## src/design/image_median_filter_assert.svh

```systemverilog
// Assertion macros for the image median filter.
// Used by image_median_filter.sv; needs no other file.
`ifndef IMAGE_MEDIAN_FILTER_ASSERT_SVH
`define IMAGE_MEDIAN_FILTER_ASSERT_SVH

// Same-cycle implication, checked outside reset
`define IMF_ASSERT_IMP(label, clk, rst_n, ante, cons) \
    label: assert property (@(posedge clk) disable iff (!rst_n) (ante) |-> (cons)) \
        else $error("image median filter check failed");

// Next-cycle implication, checked outside reset
`define IMF_ASSERT_NEXT(label, clk, rst_n, ante, cons) \
    label: assert property (@(posedge clk) disable iff (!rst_n) (ante) |=> (cons)) \
        else $error("image median filter check failed");

`endif

```

## src/design/imf_pkg.sv

```systemverilog
// Shared types and constants of the image median filter.
// No dependencies; used by imf_median, image_median_filter and the testbench.
`timescale 1ns / 1ps

package imf_pkg;

    localparam int PIX_W   = 8;
    localparam int COORD_W = 10;
    localparam int CFG_W   = 11;

    // Largest image dimension the counters cover
    localparam logic [CFG_W-1:0] DIM_LIMIT = 11'd1024;

    // Configuration register indexes
    typedef enum logic [0:0] {
        REG_IMAGE_WIDTH  = 1'b0,
        REG_IMAGE_HEIGHT = 1'b1
    } t_reg_idx;

    // Coordinates that travel with each word
    typedef struct packed {
        logic [COORD_W-1:0] row;
        logic [COORD_W-1:0] col;
    } t_tag;

endpackage

```

## src/design/imf_median.sv

```systemverilog
// Pipelined rank-select median over N pixels: compare, count, select.
// Depends on imf_pkg.
`timescale 1ns / 1ps

module imf_median #(
    parameter int N    = 25,
    parameter int RANK = 12
) (
    input  logic                       i_clk,
    input  logic                       i_rst_n,
    input  logic                       i_valid,
    output logic                       o_ready,
    input  logic [imf_pkg::PIX_W-1:0]  i_vals [N],
    input  imf_pkg::t_tag              i_tag,
    output logic                       o_valid,
    input  logic                       i_ready,
    output logic [imf_pkg::PIX_W-1:0]  o_median,
    output imf_pkg::t_tag              o_tag
);

    import imf_pkg::*;

    localparam int CW = $clog2(N);
    localparam logic [CW-1:0] RANK_V = CW'(RANK);

    // stage A: pairwise compare matrix
    logic             r_a_valid;
    logic [PIX_W-1:0] r_a_vals [N];
    logic [N-1:0]     r_a_lt [N];
    t_tag             r_a_tag;
    // stage B: rank of each element
    logic             r_b_valid;
    logic [PIX_W-1:0] r_b_vals [N];
    logic [CW-1:0]    r_b_rank [N];
    t_tag             r_b_tag;
    // stage C: output word
    logic             r_c_valid;
    logic [PIX_W-1:0] r_c_median;
    t_tag             r_c_tag;

    logic             c_rdy, b_rdy, a_rdy;
    logic [N-1:0]     n_lt [N];
    logic [PIX_W-1:0] n_median;

    assign c_rdy   = !r_c_valid || i_ready;
    assign b_rdy   = !r_b_valid || c_rdy;
    assign a_rdy   = !r_a_valid || b_rdy;
    assign o_ready = a_rdy;

    // element j counts below i if smaller, or equal and earlier (stable rank)
    always_comb begin
        for (int i = 0; i < N; i++) begin
            for (int j = 0; j < N; j++) begin
                n_lt[i][j] = (j < i) ? (i_vals[j] <= i_vals[i]) : (i_vals[j] < i_vals[i]);
            end
        end
    end

    // exactly one element holds the wanted rank
    always_comb begin
        n_median = '0;
        for (int i = 0; i < N; i++) begin
            if (r_b_rank[i] == RANK_V) begin
                n_median = n_median | r_b_vals[i];
            end
        end
    end

    // valid bits
    always_ff @(posedge i_clk) begin
        if (!i_rst_n) begin
            r_a_valid <= 1'b0;
            r_b_valid <= 1'b0;
            r_c_valid <= 1'b0;
        end else begin
            if (a_rdy) begin
                r_a_valid <= i_valid;
            end
            if (b_rdy) begin
                r_b_valid <= r_a_valid;
            end
            if (c_rdy) begin
                r_c_valid <= r_b_valid;
            end
        end
    end

    // payload
    always_ff @(posedge i_clk) begin
        if (a_rdy) begin
            r_a_vals <= i_vals;
            r_a_lt   <= n_lt;
            r_a_tag  <= i_tag;
        end
        if (b_rdy) begin
            r_b_vals <= r_a_vals;
            r_b_tag  <= r_a_tag;
            for (int i = 0; i < N; i++) begin
                r_b_rank[i] <= CW'($countones(r_a_lt[i]));
            end
        end
        if (c_rdy) begin
            r_c_median <= n_median;
            r_c_tag    <= r_b_tag;
        end
    end

    assign o_valid  = r_c_valid;
    assign o_median = r_c_median;
    assign o_tag    = r_c_tag;

endmodule

```

## config.mk

```make
export PLATFORM = sky130hd
export DESIGN_NAME = imf_median
export DESIGN_NICKNAME = d
export VERILOG_FILES = /design/src/design/image_median_filter_assert.svh /design/src/design/imf_pkg.sv /design/src/design/imf_median.sv
export SDC_FILE = /design/constraint.sdc
export NUM_CORES = 2
export LEC_CHECK = 0
export BUFFER_PORTS_ARGS = -buffer_cell sky130_fd_sc_hd__clkbuf_2
export CORE_ASPECT_RATIO = 1.1
export CORE_UTILIZATION = 45
export CTS_CLUSTER_SIZE = 25
export DETAILED_ROUTE_END_ITERATION = 12
export HOLD_SLACK_MARGIN = 0.06
export SKIP_CTS_REPAIR_TIMING = 1
export SYNTH_ARGS = -nofsm -noshare
export SYNTH_HDL_FRONTEND = slang
export SYNTH_SLANG_ARGS = --single-unit
```

## constraint.sdc

```tcl
create_clock -name i_clk -period 42.8 [get_ports i_clk]
set_clock_uncertainty 0.05 [all_clocks]
set_input_delay 8.56 -clock i_clk [delete_from_list [all_inputs] [get_ports i_clk]]
set_output_delay 8.56 -clock i_clk [all_outputs]
set_load 0.02 [all_outputs]
```

==> metrics.txt <==
crit path capture type output port; IO Count between 200 and 300; Layout fillers roughly 21000; failing checks max-capacitance violations, max-slew violations; VDD IR max 0.0000617 V; Yosys Warn Count 0; slowest stage delay, CP 0.57 ns; post-synthesis register bit count 1196; H-tree Lvls 4; share of post-route cells with drive strength above 1 0.0718; met2 global-route usage 0.552; critical path launch point type primary input; Root Buffer clkbuf_16; Yosys top cell area share 0.330; Rows 188; DRC viols 0; fin crit share 0.438; GR Util met3 0.0714; number of hold violations in the final report 0; CP delay by family, top simple AND/OR/NAND/NOR gates; Crit path required time 34.19 ns; Pwr Density 60.2 mW/mm^2; GRT Util Overall 0.368; Inserted Clock Buffers 147; max cap viols 1; crit path buf inv count 2; DR pass1 iterations 6; Async S/R FF share, synth 0; leakage power 0.0580 uW; synth cell count leaders 2762 x ha_1, 1193 x edfxtp_1, 949 x inv_1; number of synthesized flops with an enable pin 1193; Post-synth top flop edfxtp_1; Slew Viols, Final 2; maximum fanout along the worst path 12; slowest CP cell nand3_4; initial antenna violation count 38; crit-path cells clkbuf_2, nor2b_1, nand3_4, clkbuf_2; largest net degree at the start of global routing 111; Final min period 18.76 ns; largest area contributor in the netlist edfxtp_1; design area 0.120 sq mm; Syn Std Cell Area ~0.11 sq mm; area delta synth->final 10.9%; latest clock arrival within the worst-skew pair 0.86 ns; antenna-violating nets left 0; DPL Wire Length 315000 um; post-synthesis sequential area ratio 0.331; Gate Count Post-Synth 9450; clk slew on worst S/H paths 0.06 ns; flop-to-flop setup slack 37.39 ns; Max Clk Rate 0.0533 GHz; Max Buffers Root-to-Sink 3; RSZ-0062 raised after global routing no; Clock Sink Count about 1200; RePlAce Congestion 0.967; routed wire length 453000 um; sequential cell area roughly 0.036 sq mm; Worst-Margin Slew 1.54 ns; global-route wire length before repair 623000 um; crit-path most repeated cell clkbuf_2; met1 global-route usage 0.451; gr busiest metal met2; WL per Instance 34.0 um; Core ar. ~0.24 sq mm; Setup TNS 0 ns; Worst Path Arrival roughly 10 ns; final setup fails 0; via count ~87000; remaining global-route overflow 0; Synth Area per Inst roughly 11 sq um; WS Path Type in2out; Starting Density 0.454; most common cell in the netlist ha_1; CTS tree built; DIE WIDTH 470 um; Port-buffer cells between 200 and 300; Hold WC Path Type reg2reg; die area between 0.2 and 0.25 sq mm; vias per inst 6.53; Area contributors post-synth edfxtp_1 33%, ha_1 32%, fa_1 8.6%; status finished with violations; normalized max-slew margin -0.0257; Iteration-0 DRC Markers 9622; Netlist cell types 43; vias in the first global route 85500; DP Area 0.115 sq mm; final net count around 14000; die extent in y a little over 500 um; multi-input logic area 0.0691 sq mm
## layer usage
layer,up-vias,wire length [um]
li1,37600,-
met1,42800,171000
met2,5004,191000
met3,1626,44100
met4,12,47500
met5,-,97
## cell families (layout without fill, tap and decap cells)
family | Yosys count | count (layout) | synth area share
fa+ha+maj | 3227 | 3227 | 0.405
compound gates | 2460 | 2460 | 0.146
simple gates | 1564 | 1564 | 0.0810
flops | 1196 | 1196 | 0.331
buf+inv | 951 | 1691 | 0.0330
xor+xnor | 50 | 50 | 0.00404
other cells | 2 | 19 | 0.0000693
## final timing paths
| path | from | to | cells after the start |
|---|---|---|---|
| hold / removal | r_a_vals[157]$_DFFE_PP_ | r_b_vals[157]$_DFFE_PP_ | 0 |
| hold reg to reg | r_a_vals[157]$_DFFE_PP_ | r_b_vals[157]$_DFFE_PP_ | 0 |
| setup / recovery | i_ready | o_ready | 4 |
| setup reg to reg | r_a_lt[611]$_DFFE_PP_ | r_b_rank[0][4]$_DFFE_PP_ | 11 |
## report_power, final
group | internal (uW) | switching, uW | total (uW) | leakage, uW
logic | 1750 | 2350 | 4100 | 0.0431
clock network | 735 | 558 | 1290 | 0.00232
registers | 1750 | 95.4 | 1850 | 0.0127
total | 4230 | 3000 | 7240 | 0.0580
## through the flow
step / total power (uW) / hold slack, ns / utilization / setup WS (ns) / instances
2_1_floorplan: 4650 / 0.350 / - / 7.23 / 9453
3_3_place_gp: 5710 / 0.351 / 0.483 / 24.12 / 13100
3_5_place_dp: 5890 / 0.355 / 0.483 / 24.06 / 13100
4_1_cts: 7220 / 0.358 / 0.503 / 24.05 / 13300
5_1_grt: 7850 / 0.365 / 0.503 / 23.99 / 13300
6_report: 7240 / 0.361 / 0.503 / 24.04 / 13300
## registers in the layout, indices dropped and copies added, names as in the netlist
| name | flops |
|---|---|
| o_median | 8 |
| o_tag | 20 |
| o_valid | 1 |
| r_a_lt | 600 |
| r_a_tag | 20 |
| r_a_valid | 1 |
| r_a_vals | 200 |
| r_b_rank | 125 |
| r_b_tag | 20 |
| r_b_valid | 1 |
| r_b_vals | 200 |
## layout make-up
class                      count  area share
antenna                       14    0.000291
clock buffer                 174      0.0318
clock inverter                95     0.00830
inverter                     949      0.0296
multi-input combinational   7306       0.575
sequential                  1196       0.298
tap                         3135      0.0326
timing repair buffer         473      0.0244
## cells in the final DEF (no fill, tap or decap), types with 155 or more instances in the layout
master    netlist  layout
inv_1         949     927
nor2_1        315     314
fa_1          465     465
o21ai_0       521     521
a21oi_1       516     516
a21o_1        765     765
nand4_1       571     571
buf_4           1     219
clkbuf_2        0     251
edfxtp_1     1193    1193
o22ai_1       155     155
o21a_1        204     204
nand2b_1      170     170
nand3_1       251     250
ha_1         2762    2762
Note: power is estimated with default switching activity, not from simulation.
